$ cat src/rtl/assert_macros.svh
// assertion helpers shared by the rtl modules
// both expect a clock named clk and an active-low reset named rst_n in scope
`ifndef ASSERT_MACROS_SVH
`define ASSERT_MACROS_SVH

// condition must hold at every clock edge outside reset
`define RVE_ASSERT(lbl, cond) \
    lbl: assert property (@(posedge clk) disable iff (!rst_n) (cond)) \
        else $error("rve assertion failed");

// condition must never hold at a clock edge outside reset
`define RVE_ASSERT_NEVER(lbl, cond) \
    lbl: assert property (@(posedge clk) disable iff (!rst_n) !(cond)) \
        else $error("rve forbidden condition seen");

`endif

$ cat src/rtl/rve_pkg.sv
// ----------------------------------------------------------------------------
// rve_pkg
// types, constants and register codes of the rotary value edit controller
// ----------------------------------------------------------------------------
package rve_pkg;

    // encoder pulses that make one detent step
    localparam int PULSES_PER_DETENT = 2;

    localparam int TEMPO_W = 16;
    localparam int TIME_W  = 32;
    localparam int STEP_W  = 18;
    localparam int REM_W   = 4;
    localparam int MAG_W   = 17;

    // reciprocal for the detent division, floor(2^DIV_SHIFT / pulses)
    localparam int DIV_SHIFT = 20;
    localparam logic [20:0] DIV_RECIP = 21'((1 << DIV_SHIFT) / PULSES_PER_DETENT);
    localparam logic [3:0]  PPD4      = 4'(PULSES_PER_DETENT);

    // request kinds
    localparam logic ACT_POLL = 1'b0;
    localparam logic ACT_SYNC = 1'b1;

    // configuration register indexes
    localparam logic [1:0] CFG_TEMPO_MIN  = 2'd0;
    localparam logic [1:0] CFG_TEMPO_MAX  = 2'd1;
    localparam logic [1:0] CFG_TEMPO_INC  = 2'd2;
    localparam logic [1:0] CFG_TIMEOUT    = 2'd3;

    localparam logic [15:0] TEMPO_MIN_RST = 16'd320;
    localparam logic [15:0] TEMPO_MAX_RST = 16'd4800;
    localparam logic [15:0] TEMPO_INC_RST = 16'd16;
    localparam logic [15:0] TIMEOUT_RST   = 16'd5000;

    typedef struct packed {
        logic               action;
        logic signed [15:0] pulse_delta;
        logic               switch_level;
        logic               interval_page;
        logic [31:0]        now_ms;
        logic [15:0]        sync_tempo;
    } in_t;

    typedef struct packed {
        logic               tempo_changed;
        logic               edit_confirmed;
        logic               edit_cancelled;
        logic               transport_toggle;
        logic [15:0]        reported_tempo;
        logic signed [15:0] interval_steps;
    } out_t;

    typedef struct packed {
        logic [15:0] tempo_min;
        logic [15:0] tempo_max;
        logic [15:0] tempo_increment;
        logic [15:0] edit_timeout_ms;
    } cfg_t;

    // request after detent conversion
    typedef struct packed {
        logic                     action;
        logic signed [STEP_W-1:0] steps;
        logic                     switch_level;
        logic                     interval_page;
        logic [TIME_W-1:0]        now_ms;
        logic [TEMPO_W-1:0]       sync_tempo;
    } det_t;

endpackage

$ cat src/rtl/rve_detent.sv
// ----------------------------------------------------------------------------
// rve_detent
// turns negated pulse counts into whole detent steps, keeps the remainder
// ----------------------------------------------------------------------------
`include "assert_macros.svh"

module rve_detent
    import rve_pkg::*;
(
    input  logic clk,
    input  logic rst_n,
    input  logic en,
    input  in_t  req,
    output det_t det
);

    logic signed [REM_W-1:0]  rem_reg;
    logic signed [REM_W-1:0]  rem_next;
    logic signed [STEP_W-1:0] r;
    logic                     neg;
    logic [MAG_W-1:0]         a;
    logic [37:0]              prod;
    logic [MAG_W-1:0]         q_est;
    logic [3:0]               rem_est;
    logic                     corr;
    logic [MAG_W-1:0]         q;
    logic [3:0]               rem_mag;
    logic signed [STEP_W-1:0] q_s;
    logic signed [STEP_W-1:0] steps;

    always_comb
    begin
        r       = STEP_W'(rem_reg) - STEP_W'(req.pulse_delta);
        neg     = r[STEP_W-1];
        a       = neg ? MAG_W'(-r) : MAG_W'(r);
        // truncating division by magnitude, estimate is low by at most one
        prod    = 38'(a) * 38'(DIV_RECIP);
        q_est   = MAG_W'(prod >> DIV_SHIFT);
        rem_est = 4'(a[3:0] - 4'(q_est[3:0] * PPD4));
        corr    = (rem_est >= PPD4);
        q       = q_est + MAG_W'(corr);
        rem_mag = corr ? 4'(rem_est - PPD4) : rem_est;
        q_s     = {1'b0, q};
        steps   = neg ? STEP_W'(-q_s) : q_s;
        rem_next = neg ? REM_W'(-$signed({1'b0, rem_mag})) : $signed(rem_mag);
    end

    always_ff @(posedge clk or negedge rst_n)
    begin
        if (!rst_n)
        begin
            rem_reg <= '0;
        end
        else if (en && (req.action == ACT_POLL))
        begin
            rem_reg <= rem_next;
        end
    end

    always_comb
    begin
        det.action        = req.action;
        det.steps         = (req.action == ACT_POLL) ? steps : '0;
        det.switch_level  = req.switch_level;
        det.interval_page = req.interval_page;
        det.now_ms        = req.now_ms;
        det.sync_tempo    = req.sync_tempo;
    end

    `RVE_ASSERT(a_rem_range, (rem_reg < PULSES_PER_DETENT) && (rem_reg > -PULSES_PER_DETENT))

endmodule

$ cat src/rtl/rve_tempo.sv
// ----------------------------------------------------------------------------
// rve_tempo
// edit mode, tempo sync and clamp, confirm, cancel timeout, transport toggle and interval steps
// ----------------------------------------------------------------------------
`include "assert_macros.svh"

module rve_tempo
    import rve_pkg::*;
(
    input  logic clk,
    input  logic rst_n,
    input  logic en,
    input  det_t det,
    input  cfg_t cfg,
    output out_t res
);

    logic                 editing_reg;
    logic                 rotated_reg;
    logic [TEMPO_W-1:0]   conf_tempo_reg;
    logic [TEMPO_W-1:0]   edit_tempo_reg;
    logic [TIME_W-1:0]    start_reg;
    logic                 last_sw_reg;

    logic                 editing_next;
    logic                 rotated_next;
    logic [TEMPO_W-1:0]   conf_tempo_next;
    logic [TEMPO_W-1:0]   edit_tempo_next;
    logic [TIME_W-1:0]    start_next;
    logic                 last_sw_next;

    localparam logic signed [STEP_W-1:0] ISTEP_MAX = 18'sd32767;
    localparam logic signed [STEP_W-1:0] ISTEP_MIN = -18'sd32768;

    logic signed [34:0]   prod;
    logic signed [34:0]   t_raw;
    logic signed [34:0]   t_lo;
    logic signed [34:0]   t_clamp;
    logic [TEMPO_W-1:0]   base;
    logic                 moved;
    logic [TIME_W-1:0]    elapsed;

    always_comb
    begin
        editing_next    = editing_reg;
        rotated_next    = rotated_reg;
        conf_tempo_next = conf_tempo_reg;
        edit_tempo_next = edit_tempo_reg;
        start_next      = start_reg;
        last_sw_next    = last_sw_reg;
        res             = '0;

        moved   = (det.steps != '0);
        base    = editing_reg ? edit_tempo_reg : conf_tempo_reg;
        prod    = 35'(det.steps) * 35'($signed({1'b0, cfg.tempo_increment}));
        t_raw   = $signed({19'b0, base}) + prod;
        t_lo    = (t_raw < $signed({19'b0, cfg.tempo_min})) ? $signed({19'b0, cfg.tempo_min})
                                                           : t_raw;
        t_clamp = (t_lo > $signed({19'b0, cfg.tempo_max})) ? $signed({19'b0, cfg.tempo_max})
                                                          : t_lo;
        elapsed = '0;

        if (det.action == ACT_SYNC)
        begin
            if (!editing_reg)
            begin
                conf_tempo_next = det.sync_tempo;
                edit_tempo_next = det.sync_tempo;
            end
        end
        else
        begin
            // rotation
            if (moved && det.interval_page)
            begin
                priority if (det.steps > ISTEP_MAX)
                    res.interval_steps = 16'sh7fff;
                else if (det.steps < ISTEP_MIN)
                    res.interval_steps = 16'sh8000;
                else
                    res.interval_steps = det.steps[15:0];
            end
            else if (moved)
            begin
                editing_next       = 1'b1;
                rotated_next       = 1'b1;
                start_next         = det.now_ms;
                edit_tempo_next    = t_clamp[TEMPO_W-1:0];
                res.tempo_changed  = 1'b1;
                res.reported_tempo = t_clamp[TEMPO_W-1:0];
            end

            // switch falling edge
            if (last_sw_reg && !det.switch_level && !det.interval_page)
            begin
                if (editing_next && rotated_next)
                begin
                    conf_tempo_next    = edit_tempo_next;
                    editing_next       = 1'b0;
                    rotated_next       = 1'b0;
                    res.edit_confirmed = 1'b1;
                    res.reported_tempo = edit_tempo_next;
                end
                else if (!rotated_next)
                begin
                    res.transport_toggle = 1'b1;
                end
            end
            last_sw_next = det.switch_level;

            // idle timeout, elapsed wraps modulo 2^32
            elapsed = det.now_ms - start_next;
            if (!det.interval_page && editing_next &&
                (elapsed >= {16'b0, cfg.edit_timeout_ms}))
            begin
                editing_next       = 1'b0;
                rotated_next       = 1'b0;
                edit_tempo_next    = conf_tempo_next;
                res.edit_cancelled = 1'b1;
                res.reported_tempo = conf_tempo_next;
            end
        end
    end

    always_ff @(posedge clk or negedge rst_n)
    begin
        if (!rst_n)
        begin
            editing_reg    <= 1'b0;
            rotated_reg    <= 1'b0;
            conf_tempo_reg <= '0;
            edit_tempo_reg <= '0;
            start_reg      <= '0;
            last_sw_reg    <= 1'b1;
        end
        else if (en)
        begin
            editing_reg    <= editing_next;
            rotated_reg    <= rotated_next;
            conf_tempo_reg <= conf_tempo_next;
            edit_tempo_reg <= edit_tempo_next;
            start_reg      <= start_next;
            last_sw_reg    <= last_sw_next;
        end
    end

    // edit mode is only entered by rotation and both leave together
    `RVE_ASSERT(a_edit_rot, editing_reg == rotated_reg)

endmodule

$ cat src/rtl/rotary_value_edit_controller.sv
// ----------------------------------------------------------------------------
// rotary_value_edit_controller
// path: a request passes stage one, then stage two, then the result register
// throughput: one request per cycle while the result channel does not stall; the detent
//   remainder loop and the edit state loop each close in their own stage
// reset: rst_n clears all stage valid flags, edit state and remainder, loads register defaults
// ----------------------------------------------------------------------------
`include "assert_macros.svh"

module rotary_value_edit_controller
    import rve_pkg::*;
(
    input  logic        clk,
    input  logic        rst_n,

    // request channel
    input  logic        in_valid,
    output logic        in_ready,
    input  in_t         in_data,

    // result channel
    output logic        out_valid,
    input  logic        out_ready,
    output out_t        out_data,

    // configuration write port
    input  logic        cfg_write,
    input  logic [1:0]  cfg_index,
    input  logic [15:0] cfg_data
);

    // configuration registers
    cfg_t cfg_reg;

    // stage one: registered request
    logic s1_valid_reg;
    in_t  s1_reg;

    // stage two: request with detent steps
    logic s2_valid_reg;
    det_t s2_reg;
    det_t det_comb;

    // result register
    logic out_valid_reg;
    out_t out_reg;
    out_t res_comb;

    logic out_free;
    logic s2_move;
    logic s2_free;
    logic s1_move;
    logic s1_free;

    // each stage advances when the next one is empty or emptying
    assign out_free = !out_valid_reg || out_ready;
    assign s2_move  = s2_valid_reg && out_free;
    assign s2_free  = !s2_valid_reg || out_free;
    assign s1_move  = s1_valid_reg && s2_free;
    assign s1_free  = !s1_valid_reg || s2_free;
    assign in_ready = s1_free;

    assign out_valid = out_valid_reg;
    assign out_data  = out_reg;

    // register writes, taken at any time
    always_ff @(posedge clk or negedge rst_n)
    begin
        if (!rst_n)
        begin
            cfg_reg.tempo_min       <= TEMPO_MIN_RST;
            cfg_reg.tempo_max       <= TEMPO_MAX_RST;
            cfg_reg.tempo_increment <= TEMPO_INC_RST;
            cfg_reg.edit_timeout_ms <= TIMEOUT_RST;
        end
        else if (cfg_write)
        begin
            unique case (cfg_index)
                CFG_TEMPO_MIN: cfg_reg.tempo_min       <= cfg_data;
                CFG_TEMPO_MAX: cfg_reg.tempo_max       <= cfg_data;
                CFG_TEMPO_INC: cfg_reg.tempo_increment <= cfg_data;
                CFG_TIMEOUT:   cfg_reg.edit_timeout_ms <= cfg_data;
                default:       cfg_reg                 <= cfg_reg;
            endcase
        end
    end

    // valid flags
    always_ff @(posedge clk or negedge rst_n)
    begin
        if (!rst_n)
        begin
            s1_valid_reg  <= 1'b0;
            s2_valid_reg  <= 1'b0;
            out_valid_reg <= 1'b0;
        end
        else
        begin
            if (s1_free)
                s1_valid_reg <= in_valid;
            if (s2_free)
                s2_valid_reg <= s1_move;
            if (out_free)
                out_valid_reg <= s2_move;
        end
    end

    // payload registers, no reset needed
    always_ff @(posedge clk)
    begin
        if (in_valid && in_ready)
            s1_reg <= in_data;
        if (s1_move)
            s2_reg <= det_comb;
        if (s2_move)
            out_reg <= res_comb;
    end

    // pulse to detent conversion, remainder updates as the request leaves stage one
    rve_detent u_detent
    (
        .clk   (clk),
        .rst_n (rst_n),
        .en    (s1_move),
        .req   (s1_reg),
        .det   (det_comb)
    );

    // edit state machine, updates as the request leaves stage two
    rve_tempo u_tempo
    (
        .clk   (clk),
        .rst_n (rst_n),
        .en    (s2_move),
        .det   (s2_reg),
        .cfg   (cfg_reg),
        .res   (res_comb)
    );

    // a confirm leaves edit mode, so a cancel cannot follow in the same request
    `RVE_ASSERT_NEVER(a_conf_cancel, out_valid_reg && out_reg.edit_confirmed && out_reg.edit_cancelled)
    // a stalled result stays in the output register
    `RVE_ASSERT(a_out_hold, (out_valid_reg && !out_ready) |=> (out_valid_reg && $stable(out_reg)))
    // a tempo move and interval steps come from different pages
    `RVE_ASSERT_NEVER(a_page_excl, out_valid_reg && out_reg.tempo_changed && (out_reg.interval_steps != 16'sd0))

endmodule
$ cat config.mk
export PLATFORM = sky130hd
export DESIGN_NAME = rotary_value_edit_controller
export DESIGN_NICKNAME = d
export VERILOG_FILES = /design/src/rtl/rve_pkg.sv /design/src/rtl/rve_detent.sv /design/src/rtl/rve_tempo.sv /design/src/rtl/rotary_value_edit_controller.sv
export VERILOG_INCLUDE_DIRS = /design/src /design/src/rtl
export SDC_FILE = /design/constraint.sdc
export NUM_CORES = 1
export LEC_CHECK = 0
export BUFFER_PORTS_ARGS = -buffer_cell sky130_fd_sc_hd__clkbuf_2
export CAP_MARGIN = 20
export CORE_MARGIN = 5
export CORE_UTILIZATION = 45
export DETAILED_ROUTE_END_ITERATION = 7
export GPL_TIMING_DRIVEN = 0
export PLACE_DENSITY_LB_ADDON = 0.05
export SYNTH_ARGS = -nofsm -noshare
export SYNTH_HDL_FRONTEND = slang
export SYNTH_SLANG_ARGS = --single-unit
$ cat constraint.sdc
create_clock -name clk -period 11 [get_ports clk]
set_input_delay 1.1 -clock clk [delete_from_list [all_inputs] [get_ports clk]]
set_output_delay 1.1 -clock clk [all_outputs]
set_load 0.05 [all_outputs]
; ---- After elaboration in Yosys (flattened, before gate mapping)
; Index checks and enable logic that the tools add are counted.
[word_totals]
reg_bits = 310
latchBits = 0
ram_bits = 0
rom_bits = 0
inputBits = 90
output_inout_bits = 38
word_cells = 133
n_memories = 0
[classes]
add_sub_neg = 9
multipliers = 1
div = 0
order_cmp = 6
eq_ne = 4
shift = 0
muxes = 42
n_bitwise = 5
n_reduce_logical = 32
[op_table]
columns = operator, n
row1 = 16-bit two-way mux, 16
row2 = 32-bit two-way mux, 3
row3 = 17-bit by 35-bit adder with 35-bit output, 1
row4 = 35-bit by 17-bit greater-than comparator with 1-bit output, 1
row5 = 35-bit by 17-bit < comparator with 1-bit output, 1
row6 = 18-bit by 17-bit multiplier with 35-bit output, 1
row7 = 35-bit two-way mux, 1
row8 = 17-bit two-way mux, 2
row9 = 32-bit by 16-bit greater-or-equal comparator with 1-bit output, 1
row10 = 32-bit subtractor, 1
row11 = "18-bit by 16-bit greater-than comparator with 1-bit output, second input constant", 1
row12 = "18-bit by 16-bit < comparator with 1-bit output, second input constant", 1
row13 = 17-bit negation with 18-bit output, 1
row14 = 18-bit nonzero test, 1
row15 = 16-bit by 1-bit adder with 17-bit output, 1
row16 = 1-bit two-way mux, 17
row17 = 17-bit negation, 1
row18 = 4-bit by 16-bit subtractor with 17-bit output, 1
row19 = 15-bit two-way mux, 1
row20 = 2-bit AND reduction, 6
row21 = 1-bit logical AND, 10
row22 = 4-bit two-way mux, 2
row23 = 2-bit OR reduction, 4
row24 = 3-bit OR reduction, 2
row25 = other kinds (11), 22

; ---- Logic depth before layout (Yosys ltp)
[logic_depth]
ltp_word = 12
ltp_mapped = 46
ltp_nobuf = 40

; ---- Hierarchy
; Synthesis repeated with hierarchy kept, for this count alone.
[hier_totals]
hier_cells = 3028
area_unflattened_um2 = 29952.5
[by_module_without_submodules]
columns = module, instances, cells_each, area_per_inst_um2, seq_area_each_um2
row1 = rve_tempo, 1, 2331, 19577.5, 1677.9
row2 = rotary_value_edit_controller, 1, 320, 7726.2, 6856.6
row3 = rve_detent, 1, 377, 2648.8, 50.0

; ---- Worst setup path before layout
; No wires, ideal clock.
[synth_path]
kind = reg2reg
from = reg s2_reg[67] in the netlist's numbering
to = reg out_reg, in the netlist out_data[23] (data pin)
setup_ns = 0.258
arrival_ns = 9.912
required_time_ns = 10.742
setup_slack_ns = 0.830
path_stages_with_launch = 40
path_buffers = 6
synth_period_minus_slack_ns = 10.170
cell_sequence = edfxtp_1 > clkbuf_1 > clkbuf_1 > and2_1 > fa_1 > fa_1 > fa_1 > fa_1 > fa_1 > inv_1 > fa_1 > inv_1 > ha_1 > clkbuf_1 > o21ai_0 > o21ai_0 > a211oi_1 > nand4_1 > (+4 left out) > o311a_1 > ha_1 > clkbuf_1 > buf_1 > mux2_2 > ha_1 > nor2b_1 > o21a_1 > o21ai_0 > nand2_1 > nor3_1 > o21ai_0 > a21oi_1 > a211o_1 > clkbuf_1 > nand3b_1 > o211a_1 > o221a_2
[synth_between]
elab_chain_cells = 11
elab_cells_between_ends = 34
classes_between = add/sub (2) / mul (1) / order compare (3) / mux (23) / reduce/logical (5)
[synth_lines]
columns = element, line
row1 = from (decl), rotary_value_edit_controller.sv:41  ; det_t s2_reg;
row2 = from (signal assigned), rotary_value_edit_controller.sv:114  ; s2_reg <= det_comb;
row3 = 18-bit by 17-bit multiplier with 35-bit output or 18-bit nonzero test (tied branches), "rve_tempo.sv:55, rve_tempo.sv:53"
row4 = "17-bit by 35-bit adder with 35-bit output, or another cell as far along", rve_tempo.sv:56  ; t_raw = $signed({19'b0, base}) + prod;
row5 = 35-bit by 17-bit < comparator with 1-bit output or 1-bit two-way mux (tied branches), "rve_tempo.sv:57, rve_tempo.sv:74"
row6 = 35-bit two-way mux or 1-bit two-way mux (tied branches), "rve_tempo.sv:57, rve_tempo.sv:63"
row7 = 35-bit by 17-bit greater-than comparator with 1-bit output or 1-bit logical AND (tied branches), "rve_tempo.sv:59, rve_tempo.sv:96"
row8 = 16-bit two-way mux or 1-bit two-way mux (tied branches), "rve_tempo.sv:59, rve_tempo.sv:96"
row9 = 16-bit two-way mux or 1-bit two-way mux (tied branches), "rve_tempo.sv:83, rve_tempo.sv:94"
row10 = 16-bit two-way mux or 1-bit two-way mux (tied branches), "rve_tempo.sv:74, rve_tempo.sv:63"
row11 = 16-bit two-way mux or 1-bit logical AND (tied branches), "rve_tempo.sv:96, rve_tempo.sv:113"
row12 = 16-bit two-way mux or 1-bit logical AND (tied branches), "rve_tempo.sv:94, rve_tempo.sv:113"
row13 = 16-bit two-way mux (*), rve_tempo.sv:113  ; if (!det.interval_page && editing_next &&
row14 = to (signal assigned), rotary_value_edit_controller.sv:116  ; out_reg <= res_comb;
row15 = to (decl), rotary_value_edit_controller.sv:46  ; out_t out_reg;
; Every way passes the cells marked *; elsewhere a longest branch is shown, timed or not. The select of a mux whose other input is x is not followed.
; A chain may end at the register's enable or synchronous reset.

; ---- Worst setup path after layout
[layout_path]
from = reg s2_reg[66] in the netlist's numbering
to = reg out_reg, in the netlist out_data[28] (data pin)
; Same word-level chain as after synthesis.

==> qor.txt <==
status = complete, no violations
dpl hpwl = 69,970 um
Fillers = 6,204
clock buffers created by TritonCTS = 38
CTS tree = done
Critical Path RT = 11.34 ns
max reg flops = 69
synth warn = 0
H-tree depth = 2
most common cell after layout, fill and taps aside = inv_1
worst-path fanout max = 10
Worst slew margin = 0.3318
Hold Violations, Final = 0
post-synthesis cell type count = 91
critical path class = register to register
nets = 3,832
minimum clock period = 10.72 ns
synthesis-to-finish area growth = 11.63%
crit path launch = s2_reg[66]$_SDFFCE_PP0P_
TritonRoute pass-1 iters = 6
ANT nets after route = 0
Worst-path clk slew = 0.06 ns
Port Buf Inserts = 127
worst reg2reg startpoint = s2_reg[66]$_SDFFCE_PP0P_
FP Rows = 94
Hold Path Class = register to register
Top FF cell, synth = edfxtp_1
Tightest Pin Transition = 0.9918 ns
Max Root-Sink Buffers = 3
Critical Path Most Common Cell = fa_1
Final Skew = 0.03320 ns
first-pass GRT wire length = 137,100 um
Post-synth EDFFs = 172
vias = 22,873
CP max stage cell = edfxtp_1
Total Routing Usage GR = 0.2467
Via density = 5.528
I/O Pins = 128
net count after synthesis = 3,642
number of global-route vias before repair = 23,472
die outline width = 266.6 um
clock root cell = clkbuf_16
Final period util = 0.9749
Worst Hold Launch = s1_reg[31]$_DFFE_PP_
WP data arrival = 11.06 ns
CP endpoint kind = register
Seq cells post-synth = 308
CP peak stage delay = 0.69 ns
Final setup viols = 0
Mean Syn Cell Area = 9.711 um2
Mapped Cells = 3,052
post-synthesis cell area = 29,640 um2
CP startpoint kind = register
DRC Markers = 0
ys async rst share = 0.4416
Slew Limit Fails = 0
die area = 71,090 um2
grt ovf = 0
antenna violations before repair = 5
pin count of the biggest net entering global routing = 101
cts hold-fix bufs = 0
core area = 65,510 um2
Final Core Density = 0.5050
sequential fraction of the synthesis area = 0.2897
wire per inst = 21.39 um
die height = 266.6 um
Area after DPL = 31,420 um2
max_cap viols = 0
CTS sink cnt = 308
Initial Util = 0.4524
max frequency = 0.09325 GHz
commonest non-fill, non-tap cells in the layout = inv_1 (502), fa_1 (307), nand2_1 (291)
Clk Latency, worst-skew pair = 0.56 ns
Placer Congestion = 0.9275
layout cells sized above 1 = 0.1391
Starting DRT DRC Count = 1,870
Final Instance Area = 33,080 um2
Total Wirelength = 88,500 um
[path summary, 6_finish.rpt]
path	to	slack, ns	cells after the start
max in group asynchronous	cfg_reg[28]$_DFFE_PN0P_	9.67	2
setup reg to reg	out_data[28]$_SDFFCE_PP0P_	0.28	39
setup / recovery	out_data[28]$_SDFFCE_PP0P_	0.28	39
hold / removal	s2_reg[31]$_DFFE_PP_	0.41	0
hold reg to reg	s2_reg[31]$_DFFE_PP_	0.41	0
min in group asynchronous	cfg_reg[58]$_DFFE_PN0P_	0.47	1
[layer usage]
layer	wire, um	track usage	vias up
met2	38900	0.3761	729
met5	0	0	-
met1	41350	0.3679	11459
met3	6305	0.04545	113
met4	1936	0.05994	0
li1	-	-	10572
[layout make-up]
class	count	area (um2)	share of cell area
Tap cell	864	1081	0.03268
Timing Repair Buffer	166	969.7	0.02931
Buffer	118	555.5	0.01679
Clock buffer	51	1062	0.03211
Inverter	505	1902	0.05749
Multi-Input combinational cell	2105	18760	0.5669
Clock inverter	19	157.7	0.004765
Sequential cell	308	8594	0.2598
Antenna cell	2	5.005	0.0001513
[critical path: cells and delay by family, from the launching register on]
family	cells	cell delay [ns]
AO/OA/AOI/OAI	11	2.24
adder cells (fa/ha/maj)	9	3.98
buffers and inverters	9	1.59
flip-flops	1	0.69
multiplexers	1	0.37
AND/OR/NAND/NOR	9	1.60
[kinds of logic after synthesis]
logic type      count (synthesis)  share of synthesized area
simple gates                  836                     0.1393
buf+inv                       639                    0.08237
fa+ha+maj                     500                     0.2896
flops                         308                     0.2897
mux                           127                    0.04610
compound gates                562                     0.1293
xor+xnor                       80                    0.02364
[cell usage after synthesis (7+ instances only)]
| cell | instances | area, um2 |
|---|---|---|
| or3_1 | 16 | 100.1 |
| o21ai_0 | 115 | 575.6 |
| o21a_1 | 21 | 157.7 |
| a31oi_1 | 24 | 150.1 |
| a211o_1 | 7 | 61.31 |
| nand3_1 | 33 | 165.2 |
| nor2b_1 | 14 | 87.58 |
| and3_1 | 16 | 100.1 |
| edfxtp_1 | 172 | 5165 |
| mux2i_1 | 51 | 510.5 |
| and2_1 | 185 | 1157 |
| a31o_2 | 11 | 96.34 |
| nor4_1 | 14 | 87.58 |
| a22oi_1 | 10 | 75.07 |
| mux2_2 | 74 | 833.3 |
| ha_1 | 190 | 2377 |
| a21o_1 | 44 | 330.3 |
| o211ai_1 | 20 | 150.1 |
| fa_1 | 310 | 6206 |
| o22ai_1 | 10 | 62.56 |
| a211oi_1 | 21 | 157.7 |
| o221a_2 | 7 | 78.83 |
| o31ai_1 | 7 | 52.55 |
| xnor2_1 | 55 | 481.7 |
| xor2_1 | 25 | 219.0 |
| nand2_1 | 291 | 1092 |
| nand2b_1 | 16 | 100.1 |
| nand3b_1 | 8 | 60.06 |
| a21oi_1 | 147 | 735.7 |
| or2_2 | 10 | 62.56 |
| a22o_1 | 10 | 87.58 |
| nor2_1 | 145 | 544.3 |
| o21bai_1 | 10 | 75.07 |
| nand4_1 | 33 | 206.5 |
| dfrtp_1 | 123 | 3078 |
| inv_1 | 505 | 1896 |
| o2111ai_1 | 7 | 61.31 |
| o21ai_1 | 8 | 40.04 |
| buf_2 | 8 | 40.04 |
| dfstp_2 | 13 | 341.6 |
| nor3_1 | 29 | 145.1 |
| a221oi_2 | 9 | 135.1 |
| clkbuf_1 | 114 | 427.9 |
[through the flow]
stage	hold WS (ns)	setup TNS [ns]	cells	setup slack [ns]
finish	0.4139	0	4138	0.2756
global route	0.4231	-0.09592	4138	-0.03345
CTS	0.4137	0	4108	0.002429
detailed placement	0.4045	-77.96	4045	-1.884
global placement	0.4029	-69.25	4043	-1.723
floorplan	0.4003	0	3052	0.8301
[repair_timing]
item	in CTS	in global routing
setup buffers	4	33
resized for setup	43	64
pin swaps	2	5
setup endpoints to repair	48	48
Power is left out: the tool's default activity adds up to more than one toggle a clock period on the data nets, which glitch-free logic cannot reach.
